==> config.mk <==
export PLATFORM = sky130hd
export DESIGN_NAME = mwsd_axis
export DESIGN_NICKNAME = d
export VERILOG_FILES = /design/src/mwsd_pkg.sv /design/src/mwsd_axis.sv
export SDC_FILE = /design/constraint.sdc
export NUM_CORES = 2
export LEC_CHECK = 0
export BUFFER_PORTS_ARGS = -buffer_cell sky130_fd_sc_hd__buf_2
export CORE_MARGIN = 1.5
export CORE_UTILIZATION = 66
export DETAILED_ROUTE_END_ITERATION = 10
export PLACE_DENSITY = 0.88
export SLEW_MARGIN = 15
export SYNTH_ARGS = -nofsm -noshare
export SYNTH_HDL_FRONTEND = slang
export SYNTH_SLANG_ARGS = --single-unit
==> constraint.sdc <==
create_clock -name clock -period 11.25 [get_ports clock]
set_input_delay 0.5625 -clock clock [delete_from_list [all_inputs] [get_ports clock]]
set_output_delay 0.5625 -clock clock [all_outputs]
set_load 0.05 [all_outputs]
==> src/mwsd_pkg.sv <==
// Package for the moving-window standard deviation core.
// Holds default parameter values, the coarse unit factor and the control and status
// structs passed between the controller and the per-axis engines. No dependencies.
package mwsd_pkg;

   localparam int WINDOW_LEN_DEF  = 10;
   localparam int SAMPLE_BITS_DEF = 24;
   localparam int COARSE_FACTOR   = 60;

   typedef struct packed {
      logic start;
      logic ack;
   } axis_ctl_type;

   typedef struct packed {
      logic idle;
      logic done;
   } axis_sts_type;

endpackage

==> src/mwsd_axis.sv <==
// Per-axis engine: sliding window, running sum and squared sum, a shared multiplier
// that builds N*S2 - S1^2 from partial products, and a bit-per-cycle square root.
// Depends on mwsd_pkg.
module mwsd_axis #(
   parameter int WINDOW_LEN  = mwsd_pkg::WINDOW_LEN_DEF,
   parameter int SAMPLE_BITS = mwsd_pkg::SAMPLE_BITS_DEF
) (
   input  logic                          clock,
   input  logic                          reset,
   input  mwsd_pkg::axis_ctl_type        ctl,
   output mwsd_pkg::axis_sts_type        sts,
   input  logic signed [SAMPLE_BITS-1:0] sample,
   output logic [SAMPLE_BITS-2:0]        deviation
);
   import mwsd_pkg::*;

   localparam int W     = SAMPLE_BITS;
   localparam int N     = WINDOW_LEN;
   localparam int NB    = $clog2(N + 1);
   localparam int SW    = W + $clog2(N);
   localparam int SQW   = 2 * W - 1 + $clog2(N);
   localparam int VW    = 2 * W - 2 + 2 * NB + 1;
   localparam int AW    = VW + 1;
   localparam int H     = (SW + 1) / 2;
   localparam int C     = (SQW + W - 1) / W;
   localparam int NSTEP = 5 + C;
   localparam int STW   = $clog2(NSTEP + 1);
   localparam int SHW   = $clog2(AW);
   localparam int CNTW  = $clog2(W);

   // Multiply steps, in issue order.
   localparam int STEP_NEW_SQ = 0;
   localparam int STEP_OLD_SQ = 1;
   localparam int STEP_LO_LO  = 2;
   localparam int STEP_HI_LO  = 3;
   localparam int STEP_HI_HI  = 4;
   localparam int STEP_CHUNK  = 5;

   localparam logic [VW-1:0] BIT_INIT = VW'(N * N) << (2 * (W - 2));

   typedef enum logic [3:0] {
      ST_IDLE = 4'b0001,
      ST_MAC  = 4'b0010,
      ST_ROOT = 4'b0100,
      ST_DONE = 4'b1000
   } axis_state_type;

   axis_state_type      state_ff;
   logic signed [W-1:0] win_ff [N];
   logic signed [SW-1:0] sum_ff;
   logic [SQW-1:0]      sq_ff;
   logic signed [W-1:0] new_ff, old_ff;
   logic [2*W-1:0]      prod_ff;
   logic [STW-1:0]      step_ff, app_step_ff;
   logic                app_vld_ff;
   logic [AW-1:0]       acc_ff;
   logic [VW-1:0]       root_ff, bit_ff;
   logic [CNTW-1:0]     cnt_ff;
   logic [W-2:0]        dev_ff;

   logic [W-1:0]        new_mag, old_mag, chunk, mul_a, mul_b;
   logic [SW-1:0]       sum_mag;
   logic [C*W-1:0]      sq_pad;
   logic [STW-1:0]      chunk_sel, app_chunk;
   logic [SHW-1:0]      shamt;
   logic                sub;
   logic [AW-1:0]       term, acc_in;
   logic [VW-1:0]       rem, trial;
   logic                take;

   assign new_mag   = new_ff[W-1] ? W'(-new_ff) : W'(new_ff);
   assign old_mag   = old_ff[W-1] ? W'(-old_ff) : W'(old_ff);
   assign sum_mag   = sum_ff[SW-1] ? SW'(-sum_ff) : SW'(sum_ff);
   assign sq_pad    = (C * W)'(sq_ff);
   assign chunk_sel = step_ff - STW'(STEP_CHUNK);
   assign chunk     = W'(sq_pad >> (chunk_sel * W));

   always_comb begin
      case (step_ff)
         STW'(STEP_NEW_SQ): begin
            mul_a = new_mag;
            mul_b = new_mag;
         end
         STW'(STEP_OLD_SQ): begin
            mul_a = old_mag;
            mul_b = old_mag;
         end
         STW'(STEP_LO_LO): begin
            mul_a = W'(sum_mag[H-1:0]);
            mul_b = W'(sum_mag[H-1:0]);
         end
         STW'(STEP_HI_LO): begin
            mul_a = W'(sum_mag[SW-1:H]);
            mul_b = W'(sum_mag[H-1:0]);
         end
         STW'(STEP_HI_HI): begin
            mul_a = W'(sum_mag[SW-1:H]);
            mul_b = W'(sum_mag[SW-1:H]);
         end
         default: begin
            mul_a = chunk;
            mul_b = W'(N);
         end
      endcase
   end

   // The cross term of S1^2 is 2*hi*lo, hence the extra shift by one.
   assign app_chunk = app_step_ff - STW'(STEP_CHUNK);
   always_comb begin
      case (app_step_ff)
         STW'(STEP_LO_LO): begin
            shamt = '0;
            sub   = 1'b1;
         end
         STW'(STEP_HI_LO): begin
            shamt = SHW'(H + 1);
            sub   = 1'b1;
         end
         STW'(STEP_HI_HI): begin
            shamt = SHW'(2 * H);
            sub   = 1'b1;
         end
         default: begin
            shamt = SHW'(app_chunk * W);
            sub   = 1'b0;
         end
      endcase
   end

   assign term   = AW'(prod_ff) << shamt;
   assign acc_in = sub ? acc_ff - term : acc_ff + term;

   // In the root phase the accumulator holds the remainder; root and bit carry a
   // factor of N^2 so the loop yields the largest d with (N*d)^2 <= remainder.
   assign rem   = acc_ff[VW-1:0];
   assign trial = root_ff + bit_ff;
   assign take  = (rem >= trial);

   always_ff @(posedge clock) begin
      if (reset) begin
         state_ff   <= ST_IDLE;
         app_vld_ff <= 1'b0;
         sum_ff     <= '0;
         sq_ff      <= '0;
         for (int i = 0; i < N; i++) begin
            win_ff[i] <= '0;
         end
      end else begin
         case (state_ff)
            ST_IDLE: begin
               if (ctl.start) begin
                  new_ff     <= sample;
                  old_ff     <= win_ff[N-1];
                  win_ff[0]  <= sample;
                  for (int i = 1; i < N; i++) begin
                     win_ff[i] <= win_ff[i-1];
                  end
                  sum_ff     <= sum_ff + SW'(sample) - SW'(win_ff[N-1]);
                  acc_ff     <= '0;
                  step_ff    <= '0;
                  app_vld_ff <= 1'b0;
                  state_ff   <= ST_MAC;
               end
            end
            ST_MAC: begin
               if (step_ff != STW'(NSTEP)) begin
                  prod_ff     <= mul_a * mul_b;
                  app_step_ff <= step_ff;
                  app_vld_ff  <= 1'b1;
                  step_ff     <= step_ff + STW'(1);
               end else begin
                  app_vld_ff <= 1'b0;
               end
               if (app_vld_ff) begin
                  case (app_step_ff)
                     STW'(STEP_NEW_SQ): sq_ff <= sq_ff + SQW'(prod_ff);
                     STW'(STEP_OLD_SQ): sq_ff <= sq_ff - SQW'(prod_ff);
                     default:           acc_ff <= acc_in;
                  endcase
                  if (app_step_ff == STW'(NSTEP - 1)) begin
                     root_ff  <= '0;
                     bit_ff   <= BIT_INIT;
                     cnt_ff   <= CNTW'(W - 2);
                     dev_ff   <= '0;
                     state_ff <= ST_ROOT;
                  end
               end
            end
            ST_ROOT: begin
               if (take) begin
                  acc_ff  <= AW'(rem - trial);
                  root_ff <= (root_ff >> 1) + bit_ff;
               end else begin
                  root_ff <= root_ff >> 1;
               end
               dev_ff <= {dev_ff[W-3:0], take};
               bit_ff <= bit_ff >> 2;
               if (cnt_ff == '0) begin
                  state_ff <= ST_DONE;
               end else begin
                  cnt_ff <= cnt_ff - CNTW'(1);
               end
            end
            ST_DONE: begin
               if (ctl.ack) begin
                  state_ff <= ST_IDLE;
               end
            end
            default: begin
               state_ff <= ST_IDLE;
            end
         endcase
      end
   end

   assign sts.idle  = (state_ff == ST_IDLE);
   assign sts.done  = (state_ff == ST_DONE);
   assign deviation = dev_ff;

   a_ack_in_done: assert property (@(posedge clock) disable iff (reset)
      ctl.ack |-> state_ff == ST_DONE)
      else $error("axis acknowledged while no result is ready");

   a_rem_nonneg: assert property (@(posedge clock) disable iff (reset)
      state_ff == ST_ROOT |-> !acc_ff[AW-1])
      else $error("variance numerator negative at start of root phase");

   a_root_len: assert property (@(posedge clock) disable iff (reset)
      state_ff == ST_ROOT |-> cnt_ff <= CNTW'(W - 2))
      else $error("root iteration count out of range");

endmodule

**After elaboration in Yosys (flattened, before gate mapping)**

Memory sizes are Yosys's and may differ from the RTL's.
Index checks and enable logic that the tools add are counted.

- Bitwise gates (word level): 11
- Reduce and logical (&&, ||, !) cells: 21
- $mul: 3
- Shift operators: 2
- Eq/ne operators: 23
- Order comparisons: 1
- Multiplexer cells: 56
- Add/sub/neg operators: 16

Operators with widths:

| cell | number |
|---|---|
| 2-to-1 mux 24 bit | 12 |
| 2-to-1 mux 56 bit | 5 |
| 2-to-1 mux 55 bit | 5 |
| one-hot mux 55 bit (2 select lines) | 2 |
| one-hot mux 24 bit (4 select lines) | 2 |
| one-hot mux 56 bit (3 select lines) | 1 |
| one-hot mux 51 bit (2 select lines) | 1 |
| adder 56 bit | 1 |
| left shift 48 x 6 -> 56 bit | 1 |
| subtractor 55 x 55 -> 56 bit | 1 |
| subtractor 56 bit | 1 |
| adder 54 x 55 -> 55 bit | 1 |
| adder 55 bit | 1 |
| greater-or-equal comparator 55 bit | 1 |
| adder 51 x 48 -> 51 bit | 1 |
| right shift 51 x 9 -> 24 bit | 1 |
| subtractor 51 x 48 -> 51 bit | 1 |
| multiplier 24 x 24 -> 48 bit | 1 |
| negation 24 bit | 2 |
| 2-to-1 mux 23 bit | 2 |
| one-hot mux 23 bit (2 select lines) | 1 |
| adder 28 x 24 -> 28 bit | 1 |
| 2-to-1 mux 28 bit | 1 |
| 2-to-1 mux 4 bit | 7 |
| other kinds (33) | 80 |

- Register bits: 382
- RAM bits: 240
- Memories: 1
- Output and inout port bits: 25
- Logic and storage cells: 148
- Bits of input ports: 28

Memory list:

| memory | words | width | read ports | clocked after memory_dff | write ports | line | source |
|---|---|---|---|---|---|---|---|
| win_ff | 10 | 24 | 10 | 0 | 10 | mwsd_axis.sv:49 | `logic signed [W-1:0] win_ff [N];` |

**Longest topological paths before layout**

- Depth after elaboration: 9
- Gate-level depth with buffers: 41
- Depth with buffers taken out: 39

**Least setup slack after synthesis**

No wires, ideal clock.

- Path type: register to register
- Start point: register old_ff[2], read port of win_ff
- End point: register prod_ff[47] (data pin)
- Required time: 10.990 ns
- Buffers on the path: 2
- Cell stages (with the launch flop): 40
- Data arrival time: 10.001 ns
- Path slack: 0.989 ns
- Cells stage by stage: edfxtp_1 nor2_1 nand4b_1 or3_1 or3_1 or3_1 or4_1 o31ai_1 xor2_1 o22ai_1 inv_2 o21ai_1 buf_2 nand2_1 fa_1 inv_1 fa_1 inv_1 [... 4 more ...] fa_1 inv_1 fa_1 inv_1 ha_1 and3_1 clkbuf_1 a221oi_1 o21ai_1 a311oi_1 nor2b_1 o31a_1 or3b_1 a31o_2 a31oi_1 o21ai_1 a21oi_1 xnor2_1

- Longest elaborated chain between the ends: 4

Ends and longest elaborated chain:

| item | line | source |
|---|---|---|
| start, declared | mwsd_axis.sv:52 | `logic signed [W-1:0] new_ff, old_ff;` |
| negation 24 bit | mwsd_axis.sv:72 | `assign old_mag = old_ff[W-1] ? W'(-old_ff) : W'(old_ff);` |
| 2-to-1 mux 24 bit * | mwsd_axis.sv:72 |  |
| one-hot mux 24 bit (4 select lines) | mwsd_axis.sv:79 | `case (step_ff)` |
| multiplier 24 x 24 -> 48 bit * | mwsd_axis.sv:167 | `prod_ff <= mul_a * mul_b;` |
| end signal, assigned | mwsd_axis.sv:167 |  |
| end, declared | mwsd_axis.sv:53 | `logic [2*W-1:0] prod_ff;` |

Every way passes the cells marked *; elsewhere a longest branch is shown, timed or not.
A chain may end at the register's enable or synchronous reset.

**Final worst setup path**

Ends and elaborated chain as after synthesis.

==> reports/metrics.cfg <==
[floorplan]
start_util_pct = 66.7
fp.dieH_um = 316
die_w_um = 316
ios = 53
dieArea_um2 = 99800
fp.coreArea_um2 = 96900
rows = 114

[synth]
yosysSeqAreaShare_pct = 27.3
avgSynthCellArea_um2 = 8.98
synth-seq-cells = 615
synth-async-reset-ratio_pct = 0
synthDistinctLibCells = 123
yosys_warnings = 0
synth_area_um2 = 64600
synth_nets = 8214
synth-edff-count = 531
syn_inst = 7195
synthFlopType = edfxtp_1

[place]
io_buffers = 52
hpwl_um = 145000
place_inst = 8315
place_congestion = 1.03

[worst_setup_path]
end_kind = flop
path_common_cell = fa_1
crit_path_top_delay_cell = fa_1
crit_path_max_fanout = 13
cp.arrival_ps = 11100
worstPathRequired_ps = 11660
criticalPathCategory = flop to flop
cp_slowest_stage_delay_ps = 570
startpoint_type = flop

[timing]
tightest_slew_ps = 1340
slew_headroom_pct = 9.74
fin_crit_sh_pct = 95.1
hold_viol = 0
rsz0062_at_grt = false
slew_violations = 0
setup_viol = 0
period_minus_slack_ps = 10690
fmax_mhz = 93.5
finalSetupTns_ps = 0
fin_skew_ps = 42.5

[clock_network]
cts.sinks = 615
cts_tree = yes
clock_latency_ps = 680
cts-htree-levels = 3
clock-root-buffer = clkbuf_16
clkSlewWorstSetupHoldPaths_ps = 60
postCtsHoldBufs = 0
cts_inserted_buffers = 68
clock_path_buffers = 3
post_cts_buffers = 0

[cells_and_area]
fillers = 7101
syn2layout_area_growth_pct = 5.90
fin_cells = 8436
multi_input_area_um2 = 42500
diodes = 0
seq_area_um2 = 17600
num-nets-final = 8128
drive_above_1_share_pct = 5.57

[flow_run]
max_cap_violations = 0

[pwr]
p_leak_uw = 0.0304
ir_drop_mv = 0.270
p_per_area_nw_per_um2 = 148
finalPower_uw = 10100

[route]
dr.pass1.iters = 9
drt-wirelength-per-cell_um = 22.3
drc = 0
drt_iter0_drc = 6149
ant_nets = 0
via_per_inst = 6.43
routed_wl_um = 188000
num_vias = 54232

[global_route]
grt_max_degree = 93
grt_util_all_layers_pct = 37.5
antenna_found_initial = 2
grt_pass1_wl_um = 291000
grt_overflow = 0
grt_pass1_vias = 52870

[status]
status = finished clean

[min_path]
hold_path_class = input pin to flop

-- Yosys cell counts (all sizes together) (15+ instances only) --
cell / instances / share of area (%)
edfxtp: 531 / 25
nor4: 21 / 0.23
o211ai: 25 / 0.31
nand3: 100 / 0.78
clkbuf: 250 / 1.5
nor2b: 62 / 0.60
a21oi: 523 / 4.1
a2111oi: 16 / 0.24
o21ai: 282 / 2.2
a22oi: 18 / 0.21
xor2: 192 / 2.6
xnor2: 265 / 3.6
a21o: 191 / 2.2
inv: 871 / 5.1
o31ai: 41 / 0.52
o22ai: 84 / 0.83
o21bai: 75 / 0.89
or3: 46 / 0.46
nand4: 59 / 0.57
or4: 15 / 0.18
and2: 372 / 3.6
mux2i: 51 / 0.79
o41ai: 17 / 0.25
a31oi: 49 / 0.48
ha: 477 / 9.2
nand2: 785 / 4.6
and3: 38 / 0.37
o21a: 49 / 0.57
buf: 69 / 0.60
nor3: 120 / 0.96
fa: 514 / 16
a221oi: 19 / 0.31
a211oi: 48 / 0.57
or2: 21 / 0.20
dfxtp: 84 / 2.6
nor2: 492 / 2.9
nand2b: 74 / 0.72
-- worst max-delay path, delay by kind of cell (launching register included) --
family,cells,cell delay [ps]
AOI/OAI and AO/OA,11,2600
buffers and inverters,5,570
and+or+nand+nor,10,2760
adders and majority gates,8,3850
DFF,1,430
xor gates and xnor gates,2,200
-- cell usage in the layout (no fill, tap or decap), types with 249 or more instances in the layout --
master	Yosys	layout
nand2_1	783	782
xnor2_1	265	265
edfxtp_1	531	531
ha_1	477	477
o21ai_0	250	249
fa_1	514	514
and2_1	372	372
inv_1	867	865
nor2_1	484	482
a21oi_1	521	517
-- cells by family after synthesis --
family,Yosys count,share of synthesized area (%)
muxes,55,0.866
AOI/OAI and AO/OA,1622,16.4
xor gates and xnor gates,457,6.21
adders and majority gates,991,25.2
buffers and inverters,1191,7.12
DFF,615,27.3
and+or+nand+nor,2264,17.0
-- where the power goes --
part | internal, uW | leakage [uW] | switching, uW | total (uW)
Combinational | 1860 | 0.0234 | 3080 | 4940
Sequential | 2750 | 0.00598 | 124 | 2870
Clock | 1290 | 0.00109 | 994 | 2290
Total | 5910 | 0.0304 | 4190 | 10100
-- worst paths after layout --
path / startpoint / end / slack, ps / cells after the start
setup / recovery: old_ff[2] / prod_ff[47] / 560 / 36
hold / removal: sample[22] / new_ff[22] / 90 / 1
setup reg to reg: old_ff[2] / prod_ff[47] / 560 / 36
hold reg to reg: sum_ff[15] / sum_ff[15] / 460 / 2
-- routing by layer --
layer / global-route usage [%] / vias up / part of all wire (%)
met2: 59.9 / 2991 / 45
met4: 18.5 / 0 / 5.8
met1: 48.4 / 26148 / 38
met3: 8.46 / 700 / 11
li1: - / 24393 / -
met5: 0 / - / 0
-- area by class of cell --
class / count / area share, %
Clock buffer: 87 / 2.70
Timing Repair Buffer: 163 / 1.60
Sequential cell: 615 / 25.8
Multi-Input combinational cell: 5389 / 62.2
Tap cell: 1276 / 2.33
Clock inverter: 34 / 0.607
Inverter: 872 / 4.80
-- flip-flops by register name, indices dropped and copies added, names as in the netlist --
signal / flops
acc_ff: 55
sum_ff: 28
step_ff: 4
win_ff: 240
cnt_ff: 5
app_step_ff: 4
app_vld_ff: 1
bit_ff: 49
sq_ff: 51
new_ff: 24
root_ff: 55
deviation: 23
old_ff: 24
state_ff: 4
prod_ff: 48
-- stage by stage --
| step | cell area, um2 | hold WS (ps) | setup slack, ps | utilization [%] |
|---|---|---|---|---|
| after floorplan | 64600 | 424 | 989 | - |
| after CTS | 68400 | 62.2 | 453 | 70.6 |
| final | 68400 | 91.4 | 556 | 70.6 |
| after global placement | 66100 | 439 | 562 | 68.3 |
| after global routing | 68400 | 74.7 | 71.3 | 70.6 |
| after detailed placement | 66100 | 448 | 493 | 68.3 |
-- repair_timing --
action | 4_1_cts | 5_1_grt
hold endpoints to repair | 0 | 0
gates resized for setup | 0 | 3
setup endpoints to repair | 0 | 1
Note: power is estimated with default switching activity, not from simulation.
