## config.mk

```make
export PLATFORM = sky130hd
export DESIGN_NAME = mwsd_front
export DESIGN_NICKNAME = d
export VERILOG_FILES = /design/src/mwsd_pkg.sv /design/src/mwsd_front.sv
export SDC_FILE = /design/constraint.sdc
export NUM_CORES = 1
export LEC_CHECK = 0
export ABC_AREA = 0
export BUFFER_PORTS_ARGS = -buffer_cell sky130_fd_sc_hd__buf_4
export CORE_UTILIZATION = 56
export DETAILED_ROUTE_END_ITERATION = 7
export GPL_ROUTABILITY_DRIVEN = 0
export HOLD_SLACK_MARGIN = 0.05
export PLACE_DENSITY_LB_ADDON = 0.3
export SYNTH_ARGS = -nofsm -noshare
export SYNTH_HDL_FRONTEND = slang
export SYNTH_SLANG_ARGS = --single-unit
```

## constraint.sdc

```tcl
create_clock -name clock -period 4.01 [get_ports clock]
set_input_delay 0.2005 -clock clock [delete_from_list [all_inputs] [get_ports clock]]
set_output_delay 0.2005 -clock clock [all_outputs]
set_load 0.03 [all_outputs]
```

## src/mwsd_pkg.sv

```systemverilog
// Package for the moving-window standard deviation core.
// Holds default parameter values, the coarse unit factor and the control and status
// structs passed between the controller and the per-axis engines. No dependencies.
package mwsd_pkg;

   localparam int WINDOW_LEN_DEF  = 10;
   localparam int SAMPLE_BITS_DEF = 24;
   localparam int COARSE_FACTOR   = 60;

   typedef struct packed {
      logic start;
      logic ack;
   } axis_ctl_type;

   typedef struct packed {
      logic idle;
      logic done;
   } axis_sts_type;

endpackage

```

## src/mwsd_front.sv

```systemverilog
// Front end of the moving-window standard deviation core: scales coarse-flagged samples
// by the coarse unit factor with saturation and holds each word in a two-entry queue.
// Depends on mwsd_pkg.
module mwsd_front #(
   parameter int SAMPLE_BITS = mwsd_pkg::SAMPLE_BITS_DEF
) (
   input  logic                          clock,
   input  logic                          reset,
   input  logic signed [SAMPLE_BITS-1:0] req_x_sample,
   input  logic                          req_x_unit_coarse,
   input  logic signed [SAMPLE_BITS-1:0] req_y_sample,
   input  logic                          req_y_unit_coarse,
   input  logic                          push,
   output logic                          full,
   output logic signed [SAMPLE_BITS-1:0] head_x,
   output logic signed [SAMPLE_BITS-1:0] head_y,
   output logic                          head_vld,
   input  logic                          head_pop
);
   import mwsd_pkg::*;

   localparam int W     = SAMPLE_BITS;
   localparam int EW    = W + 7;
   localparam int DEPTH = 2;
   localparam int PW    = $clog2(DEPTH);
   localparam int CW    = $clog2(DEPTH + 1);
   localparam logic signed [EW-1:0] SMAX = EW'((64'sd1 <<< (W - 1)) - 64'sd1);
   localparam logic signed [EW-1:0] SMIN = -SMAX - EW'(1);

   logic signed [W-1:0] x_q_ff [DEPTH];
   logic signed [W-1:0] y_q_ff [DEPTH];
   logic [PW-1:0]       wr_ptr_ff, rd_ptr_ff;
   logic [CW-1:0]       count_ff;
   logic signed [W-1:0] x_scaled, y_scaled;
   logic                wr_en, rd_en;

   function automatic logic signed [W-1:0] scale(input logic signed [W-1:0] s,
                                                 input logic coarse);
      logic signed [EW-1:0] ext;
      logic signed [EW-1:0] prod;
      ext  = EW'(s);
      prod = ext * EW'(COARSE_FACTOR);
      if (!coarse) begin
         scale = s;
      end else if (prod > SMAX) begin
         scale = SMAX[W-1:0];
      end else if (prod < SMIN) begin
         scale = SMIN[W-1:0];
      end else begin
         scale = prod[W-1:0];
      end
   endfunction

   assign x_scaled = scale(req_x_sample, req_x_unit_coarse);
   assign y_scaled = scale(req_y_sample, req_y_unit_coarse);

   assign full     = (count_ff == CW'(DEPTH));
   assign head_vld = (count_ff != '0);
   assign wr_en    = push && !full;
   assign rd_en    = head_pop && head_vld;
   assign head_x   = x_q_ff[rd_ptr_ff];
   assign head_y   = y_q_ff[rd_ptr_ff];

   always_ff @(posedge clock) begin
      if (wr_en) begin
         x_q_ff[wr_ptr_ff] <= x_scaled;
         y_q_ff[wr_ptr_ff] <= y_scaled;
      end
   end

   always_ff @(posedge clock) begin
      if (reset) begin
         wr_ptr_ff <= '0;
         rd_ptr_ff <= '0;
         count_ff  <= '0;
      end else begin
         if (wr_en) begin
            wr_ptr_ff <= wr_ptr_ff + PW'(1);
         end
         if (rd_en) begin
            rd_ptr_ff <= rd_ptr_ff + PW'(1);
         end
         case ({wr_en, rd_en})
            2'b10:   count_ff <= count_ff + CW'(1);
            2'b01:   count_ff <= count_ff - CW'(1);
            default: count_ff <= count_ff;
         endcase
      end
   end

endmodule

```

## Word-level counts from Yosys, hierarchy flattened

Memories as Yosys holds them, arrays and structs flattened. A register that Yosys moved wholly into a read port is not among the register bits.
Cells that the tools add are included.

| operators by class | value |
|---|---|
| add/sub/neg operators | 4 |
| multipliers | 2 |
| $lt $le $gt $ge | 4 |
| eq/ne operators | 3 |
| mux-type cells | 13 |
| reductions and logical operators | 5 |

Operator list:

| kind | number |
|---|---|
| 24-bit 2-to-1 mux | 6 |
| 31-bit by 24-bit > comparator with 1-bit output, second input constant | 2 |
| 31-bit by 24-bit < comparator with 1-bit output, second input constant | 2 |
| 24-bit by 5-bit multiplier with 29-bit output, second input constant | 2 |
| 1-bit 2-to-1 mux | 6 |
| 2-bit equality test, second input constant | 2 |
| 2-bit case mux with 2 select lines | 1 |
| 2-bit nonzero test | 2 |
| 1-bit adder, second input constant | 2 |
| 2-bit by 1-bit adder with 2-bit output, second input constant | 1 |
| 2-bit by 1-bit equality test with 1-bit output, second input constant | 1 |
| 1-bit logical AND | 2 |
| 2-bit by 1-bit subtractor with 2-bit output, second input constant | 1 |
| 1-bit logical NOT | 1 |

| word-level totals | value |
|---|---|
| flip-flop bits (word level) | 4 |
| RAM bits | 96 |
| bits of input ports | 54 |
| output and inout bits | 50 |
| word-level logic and storage cells | 36 |
| memories | 2 |

Memories:

| name | words | width | read ports | clocked after Yosys merged registers in | write ports | line | source |
|---|---|---|---|---|---|---|---|
| x_q_ff | 2 | 24 | 1 | 1 | 1 | mwsd_front.sv:30 | `logic signed [W-1:0] x_q_ff [DEPTH];` |
| y_q_ff | 2 | 24 | 1 | 1 | 1 | mwsd_front.sv:31 | `logic signed [W-1:0] y_q_ff [DEPTH];` |

## Longest topological paths before layout

Gate-level depths: netlist of the first run.

| depth | value |
|---|---|
| depth after elaboration | 5 |
| mapped depth | 20 |
| depth with buffers taken out | 17 |

## Worst setup path before layout of the first run

No wires, ideal clock.

| timing path | value |
|---|---|
| path kind | input port to flip-flop |
| start point | in req_x_sample[19] |
| end point | mem x_q_ff[0][22] (netlist bit), data pin |
| setup time | 271 ps |
| arrival | 4,035 ps |
| required time | 3,739 ps |
| slack | -296 ps |
| stages | 18 |
| buffers on the path | 2 |
| cells stage by stage | ha_1 -> fa_1 -> inv_1 -> fa_1 -> inv_1 -> ha_1 -> buf_6 -> a21o_1 -> o21bai_1 -> a211o_1 -> a211o_1 -> a21o_1 -> a2111oi_2 -> nand4_1 -> nor2b_1 -> buf_2 -> nor3_1 -> a21oi_1 |

| between the ends | value |
|---|---|
| cells in the longest elaborated chain, start to end | 5 |
| elaborated cells on any way between the ends | 6 |

Ends and longest elaborated chain:

| what | line | source |
|---|---|---|
| from (decl) | mwsd_front.sv:9 | `input logic signed [SAMPLE_BITS-1:0] req_x_sample,` |
| 24-bit by 5-bit multiplier with 29-bit output (*) | mwsd_front.sv:42 | `prod = ext * EW'(COARSE_FACTOR);` |
| 31-bit by 24-bit < comparator with 1-bit output | mwsd_front.sv:47 | `end else if (prod < SMIN) begin` |
| 24-bit 2-to-1 mux | mwsd_front.sv:47 |  |
| 24-bit 2-to-1 mux (*) | mwsd_front.sv:45 | `end else if (prod > SMAX) begin` |
| 24-bit 2-to-1 mux (*) | mwsd_front.sv:43 | `if (!coarse) begin` |
| net x_scaled[22] | mwsd_front.sv:34 | `logic signed [W-1:0] x_scaled, y_scaled;` |
| to (decl) | mwsd_front.sv:30 |  |

The timed path passes the listed nets; every way through them passes the cells marked *.

## Worst setup path in the final report of the first run

| timing path | value |
|---|---|
| start point | in req_x_sample[4] |
| end point | mem x_q_ff[0][16] (netlist bit), data pin |

The elaborated chain is that of the path after synthesis.

==> flow_metrics.tcl, run 1 <==
set metrics [dict create \
    vdd.ir_drop.worst_mv 0.344 \
    mostFrequentLayoutCells "buf_4 (322), inv_1 (186), edfxtp_1 (96)" \
    row_count 50 \
    max_slew_margin_pct 47.0 \
    grt_start_max_net_pins 30 \
    switchingPower_mw 4.61 \
    routedWlPerCell_um 20.5 \
    report.final.setup_viol 94 \
    max-cap-violations 0 \
    synthSimpleGateAreaFrac_pct 9.00 \
    power_density_nw_per_um2 662 \
    die_h_um 140 \
    floorplan.io_pins 104 \
    status "finished, violations left" \
    root_buffer "clkbuf_16" \
    fillCellCount 971 \
    placed_cells_incl_taps 1595 \
    synthesis.area_um2 10700 \
    count_of_yosys_warnings_during_synthesis 0 \
    finish.net_count 1650 \
    postSynthCellCount 1085 \
    maxSlewViolCount 0 \
    synth-xor-area-share_pct 5.00 \
    synth_edf_count 96 \
    r2r_cells 4 \
    hold_slack_ps 266 \
    count_of_vias_placed_by_the_detailed_router 9905 \
    drt-vias-per-instance 6.02 \
    synthMuxAreaShare_pct 5.73 \
    crit_chain "buf_4, ha_4, fa_1, inv_1, fa_1, inv_2, ha_4, and4_4, o211ai_1, o211ai_1, a211o_4, a21o_1, buf_4, buf_4, o2111ai_2, or3_4, o21ai_4, nand2_2, o22ai_2" \
    floorplan.die.width_um 140 \
    io_port_bufs 103 \
    antenna_found_initial 0 \
    num_antenna_cells 0 \
    die_ar_um2 19600 \
    synthArstFlopShare_pct 0 \
    rr_endpoint "y_q_ff[0][4]" \
    critical_path.max_fanout 5 \
    worst_setup_path_end_kind "register" \
    wl_met2_um 17400 \
    synth-main-ff-cell "edfxtp_1" \
    dpl-instance-area_um2 13400 \
    achievable-frequency_mhz 234 \
    worst-endpoint-required_ps 4200 \
    crit_type "input port to register" \
    post_layout_nonfiller_instances 1644 \
    cts.reportedPaths.clkPinSlew_ps 80 \
    detail_route.first_pass.iterations 5 \
    global_route.overflow_total 0 \
    route.final.wire_length_um 33800 \
    worst_path_max_delay_cell "fa_1" \
    cts_made_buffers 9 \
    commonest_non_fill_non_tap_cell_in_the_layout "buf_4" \
    pre_cts_ws_ps -583 \
    route.antenna.remaining_nets 0 \
    timing.critical_path.arrival_ps 4460 \
    first_pass_grt_wire_length_um 50100 \
    crit_path_frequent_cell "buf_4" \
    worst_pin_slew_ps 793 \
    track_usage_pct 32.6 \
    critPathMaxStageDelay_ps 500 \
    ys_ff_latch 101 \
    final.setup_skew_ps 6.54 \
    initial_core_util_pct 57.1 \
    beginning_of_the_worst_register_to_register_path "count_ff[0]" \
    detailed_place_hpwl_um 21700 \
    area_growth_syn_to_layout_pct 41.9 \
    cts_max_level 3 \
    post-route-worst-setup-slack_ps -267 \
    setup_crit_start "req_x_sample[4]" \
    cts_max_path_bufs 2 \
    final.setup.tns_ps -15200 \
    cp-start-kind "input port" \
    static-leakage-power_nw 6.80 \
    period_minus_slack_ps 4280 \
    highest_layer "met4" \
    power.switching_fraction_pct 46.0 \
    wl_met3_um 1910 \
    hold_class "input port to register" \
    syn-num-nets 1330 \
    synth-seq-area-share_pct 27.9 \
    combPwrFrac_pct 74.4 \
    post_synth_fa_ha_maj_area_fraction_pct 28.1 \
    postLayoutCellArea_um2 15200 \
    number_of_sinks_driven_by_the_clock_tree 101 \
    power.share.sequential_pct 15.9 \
    internal_power_mw 5.42 \
    layout-drive-gt1-share_pct 42.7 \
    synth.avg_cell_area_um2 9.85 \
    core-area_um2 18700 \
    fin_crit_sh_pct 107 \
    synth.lib_cells_used.distinct 72 \
    worstSetupEndpoint "x_q_ff[0][16]" \
    failed_checks "negative setup slack" \
    wl_met1_um 12400 \
    insertion_delay_ps 360 \
    synth_compound_gate_area_share_pct 15.8 \
    grt_setup_unrepaired "yes" \
    cts_tree "done" \
    drc_errors 0 \
    vias_in_the_first_global_route 10000 \
    worst-r2r-setup-slack_ps 1800 \
    synth_top_family_by_area "adder cells" \
    clock_power_share_pct 9.6 \
    number_of_violations_reported_at_the_end_of_detailed_routing_iteration_0 872 \
    final_hold_fails 0 \
]
kinds of logic (layout without fill, tap and decap cells):
| group | after synthesis | in the layout |
|---|---|---|
| multiplexers | 55 | 55 |
| XOR/XNOR | 61 | 61 |
| AO/OA/AOI/OAI | 245 | 245 |
| buffers and inverters | 227 | 550 |
| AND/OR/NAND/NOR | 205 | 207 |
| flip-flops | 101 | 101 |
| adder cells (fa/ha/maj) | 191 | 191 |
synthesized netlist by cell type, types with 4 or more instances:
cell type	n	share of area, %
nor3_1	7	0.33
a31oi_1	7	0.41
nand4_1	9	0.53
ha_1	109	13
o211ai_1	13	0.91
a21oi_2	10	0.82
o21bai_1	11	0.77
o21ai_1	5	0.23
a21oi_1	68	3.2
o21ai_0	42	2.0
nand2_1	61	2.1
fa_1	82	15
xnor2_1	33	2.7
nor2b_1	9	0.53
and2_1	6	0.35
buf_2	5	0.23
mux2_2	49	5.2
o21a_1	9	0.63
nand3_1	13	0.61
nor2_1	63	2.2
or3_1	4	0.23
nand2b_1	10	0.59
xor2_1	28	2.3
clkbuf_1	18	0.63
and3_1	12	0.70
a21o_1	20	1.4
dfxtp_1	5	0.94
mux2i_1	6	0.56
o22ai_1	14	0.82
a211o_1	4	0.33
edfxtp_1	96	27
inv_1	199	7.0
layout make-up:
class	count	area (µm²)	area share [%]
Multi-Input combinational cell	759	8210	54.1
Sequential cell	101	2980	19.7
Timing Repair Buffer	335	2610	17.2
Inverter	199	747	4.93
Tap cell	234	293	1.93
Clock buffer	9	225	1.49
Clock inverter	7	97.6	0.644
critical path, delay by kind of cell:
| family | cells | cell delay [ps] |
|---|---|---|
| AO/OA/AOI/OAI | 7 | 1430 |
| adder cells (fa/ha/maj) | 4 | 1520 |
| buffers and inverters | 5 | 470 |
| AND/OR/NAND/NOR | 3 | 830 |
worst min-delay path by stage:
stage                                from           end  slack [ps]  depth (start not counted)
after detailed placement            reset      register         400                          2
final                            head_pop      register         270                          4
after CTS                        head_pop      register         260                          4
after floorplan                     reset   count_ff[1]         270                          1
after global placement              reset      register         400                          2
after global routing      req_y_sample[1]  y_q_ff[1][1]         280                          3
registers in the layout, summed over array words and instances (netlist names), named ones only:
register   count
x_q_ff        48
y_q_ff        48
count_ff       2
rd_ptr_ff      1
wr_ptr_ff      1
metal layers:
metal | track usage, % | vias to the layer above
met2 | 61.0 | 543
met1 | 37.2 | 4814
met5 | 0 | -
li1 | - | 4372
met3 | 3.28 | 176
met4 | 15.2 | 0
power groups by stage:
stage | clock, mW | sequential [mW] | combinational [mW]
after global placement | 0 | 1.59 | 5.86
final | 0.968 | 1.60 | 7.47
after CTS | 0.960 | 1.59 | 6.77
after floorplan | 0 | 1.55 | 3.85
after global routing | 1.01 | 1.62 | 7.92
after detailed placement | 0 | 1.61 | 5.99
what timing repair did:
action                     CTS  global route
hold endpoints to repair     5             0
pin swaps                   57            46
gates cloned                 4             0
hold buffers                 1             0
buffers inserted            21            11
gates resized for setup    130            67
setup endpoints to repair   92            94
stage by stage:
step / power (mW) / utilization [%]
finish: 10.0 / 81.1
detailed placement: 7.60 / 71.4
CTS: 9.32 / 79.2
floorplan: 5.41 / -
global route: 10.5 / 81.1
global placement: 7.45 / 71.4
Note: power is estimated with default switching activity, not from simulation.
==> run 2: changes to the inputs <==
--- a/config.mk
+++ b/config.mk
@@ -12,6 +12,9 @@
 export GPL_ROUTABILITY_DRIVEN = 0
 export HOLD_SLACK_MARGIN = 0.05
 export PLACE_DENSITY_LB_ADDON = 0.3
+export REMOVE_ABC_BUFFERS = 1
+export SETUP_SLACK_MARGIN = 0.2
+export SLEW_MARGIN = 20
 export SYNTH_ARGS = -nofsm -noshare
 export SYNTH_HDL_FRONTEND = slang
 export SYNTH_SLANG_ARGS = --single-unit
==> run 2 against run 1 <==
  * Clock power grew 5%
  * Sequential cell count stayed put
  * Global-route usage rose by 0.43 points
  * Sequential power about the same
  * Critical path type unchanged
  * Power rose by 12%
  * The flow finishes with violations (design-rule violations, negative setup slack)
  * Highest routed layer unchanged
  * Largest cell class unchanged
  * Worst hold slack better by 20 ps
  * Clock-buffer cell count up 2
==> flow_metrics.tcl, run 2 (synthesized netlist as in run 1, its figures left out) <==
set metrics [dict create \
    wl_met3_um 3820 \
    worst_path_max_delay_cell "fa_1" \
    internal_power_mw 5.90 \
    crit_cells 18 \
    maxSlewViolCount 0 \
    layout-drive-gt1-share_pct 47.5 \
    switchingPower_mw 5.31 \
    status "finished, violations left" \
    detailed_place_hpwl_um 20400 \
    postLayoutCellArea_um2 16000 \
    floorplan.die.width_um 140 \
    post-route-worst-setup-slack_ps -470 \
    detail_route.first_pass.iterations 8 \
    worst_setup_path_end_kind "register" \
    fillCellCount 766 \
    static-leakage-power_nw 7.09 \
    highest_layer "met4" \
    max-cap-violations 0 \
    mostFrequentLayoutCells "buf_4 (315), inv_1 (179), edfxtp_1 (96)" \
    critical_path.n_buffers_inverters 5 \
    routedWlPerCell_um 24.7 \
    cts_max_level 3 \
    pre_cts_ws_ps -851 \
    max_slew_margin_pct 25.8 \
    placed_cells_incl_taps 1593 \
    die_h_um 140 \
    worst-endpoint-required_ps 4090 \
    critPathMaxStageDelay_ps 570 \
    cts_made_buffers 9 \
    layout_top_registers "x_q_ff (48), y_q_ff (48), count_ff (2)" \
    cts_tree "done" \
    final_hold_fails 0 \
    first_pass_grt_wire_length_um 50700 \
    vias_in_the_first_global_route 10100 \
    whs_path_depth 3 \
    area_growth_syn_to_layout_pct 49.7 \
    grt_setup_unrepaired "yes" \
    worst_pin_slew_ps 1110 \
    dpl-instance-area_um2 13100 \
    finish.net_count 1677 \
    num_antenna_cells 0 \
    power.switching_fraction_pct 47.4 \
    drc_errors 6 \
    io_port_bufs 103 \
    timing.critical_path.arrival_ps 4560 \
    power_density_nw_per_um2 700 \
    r2r_cells 4 \
    floorplan.io_pins 104 \
    global_route.overflow_total 0 \
    period_minus_slack_ps 4480 \
    fin_crit_sh_pct 112 \
    wl_met1_um 14700 \
    commonest_non_fill_non_tap_cell_in_the_layout "buf_4" \
    achievable-frequency_mhz 223 \
    row_count 50 \
    crit_chain "buf_4, ha_1, fa_1, inv_1, fa_1, inv_1, ha_2, nand4_1, or2_1, o211a_4, a211oi_4, o21a_1, o21ai_2, o41a_4, nor2b_4, buf_6, buf_12, a21oi_4" \
    crit_type "input port to register" \
    combPwrFrac_pct 76.3 \
    number_of_sinks_driven_by_the_clock_tree 101 \
    report.final.setup_viol 92 \
    antenna_found_initial 0 \
    grt_start_max_net_pins 42 \
    wl_met2_um 19600 \
    critical-path-top-delay-family "adder cells" \
    hold_class "input port to register" \
    failed_checks "design-rule violations, negative setup slack" \
    cp-start-kind "input port" \
    critical_path.max_fanout 7 \
    track_usage_pct 33.0 \
    final.setup.tns_ps -29470 \
    power.share.sequential_pct 14.6 \
    final.setup_skew_ps 6.57 \
    number_of_violations_reported_at_the_end_of_detailed_routing_iteration_0 1446 \
    initial_core_util_pct 57.1 \
    route.antenna.remaining_nets 0 \
    drt-vias-per-instance 6.46 \
    count_of_vias_placed_by_the_detailed_router 10800 \
    root_buffer "clkbuf_16" \
    insertion_delay_ps 360 \
    die_ar_um2 19600 \
    route.final.wire_length_um 41200 \
    hold_slack_ps 285 \
    cts_max_path_bufs 2 \
    vdd.ir_drop.worst_mv 0.342 \
    post_layout_nonfiller_instances 1671 \
    clock_power_share_pct 9.1 \
    core-area_um2 18700 \
    cts.reportedPaths.clkPinSlew_ps 70 \
]
run 2: changes by cell type in the layout (fill, tap and decap cells not counted), moves of 5 or more:
cell     change
a21oi_1      -9
a21oi_2      -7
a21oi_4     +16
buf_12       +5
buf_4        -7
buf_6       +26
inv_1        -7
inv_2        +7
nand2_1      -8
nor2_4       +5
o21ai_2      +6
run 2: area by class of cell:
cell class | instances | area (µm²) | share of cell area, %
Sequential cell | 101 | 2980 | 18.7
Inverter | 199 | 747 | 4.67
Clock inverter | 5 | 88.8 | 0.555
Timing Repair Buffer | 363 | 3010 | 18.8
Clock buffer | 11 | 243 | 1.52
Multi-Input combinational cell | 758 | 8630 | 53.9
Tap cell | 234 | 293 | 1.83
run 2: final timing paths:
kind                          from            end  slack, ps
setup / recovery  req_y_sample[10]   y_q_ff[0][9]       -470
hold / removal     req_y_sample[1]   y_q_ff[0][1]        290
setup reg to reg       count_ff[0]  y_q_ff[0][10]       1610
hold reg to reg          rd_ptr_ff      rd_ptr_ff        560
run 2: per-layer routing:
| layer | vias up | global-route usage, % |
|---|---|---|
| met4 | 0 | 14.0 |
| met5 | - | 0 |
| met1 | 5172 | 41.9 |
| met2 | 892 | 55.7 |
| met3 | 306 | 5.68 |
| li1 | 4422 | - |
run 2: power groups by stage:
stage | clock (mW) | sequential [mW] | combinational [mW]
final | 1.02 | 1.63 | 8.55
after global routing | 1.04 | 1.64 | 8.87
after CTS | 0.981 | 1.60 | 6.81
after detailed placement | 0 | 1.62 | 5.77
after global placement | 0 | 1.60 | 5.63
after floorplan | 0 | 1.60 | 3.58
run 2: tightest hold or removal path, delay by kind of cell:
kind,cells,cell delay (ps)
AOI/OAI and AO/OA,1,130
buffers and inverters,2,190
run 2: through the flow:
step	util (%)	power (mW)
after CTS	79.9	9.39
after floorplan	-	5.18
after global placement	70.3	7.23
after detailed placement	70.3	7.39
after global routing	85.5	11.5
final	85.5	11.2
run 2: repair_timing:
action | 4_1_cts | 5_1_grt
setup endpoints to repair | 92 | 96
gates resized for setup | 202 | 167
setup buffers | 33 | 24
hold buffers | 1 | 0
pin swaps | 70 | 93
endpoints found under the hold margin | 1 | 0
gates cloned | 4 | 0
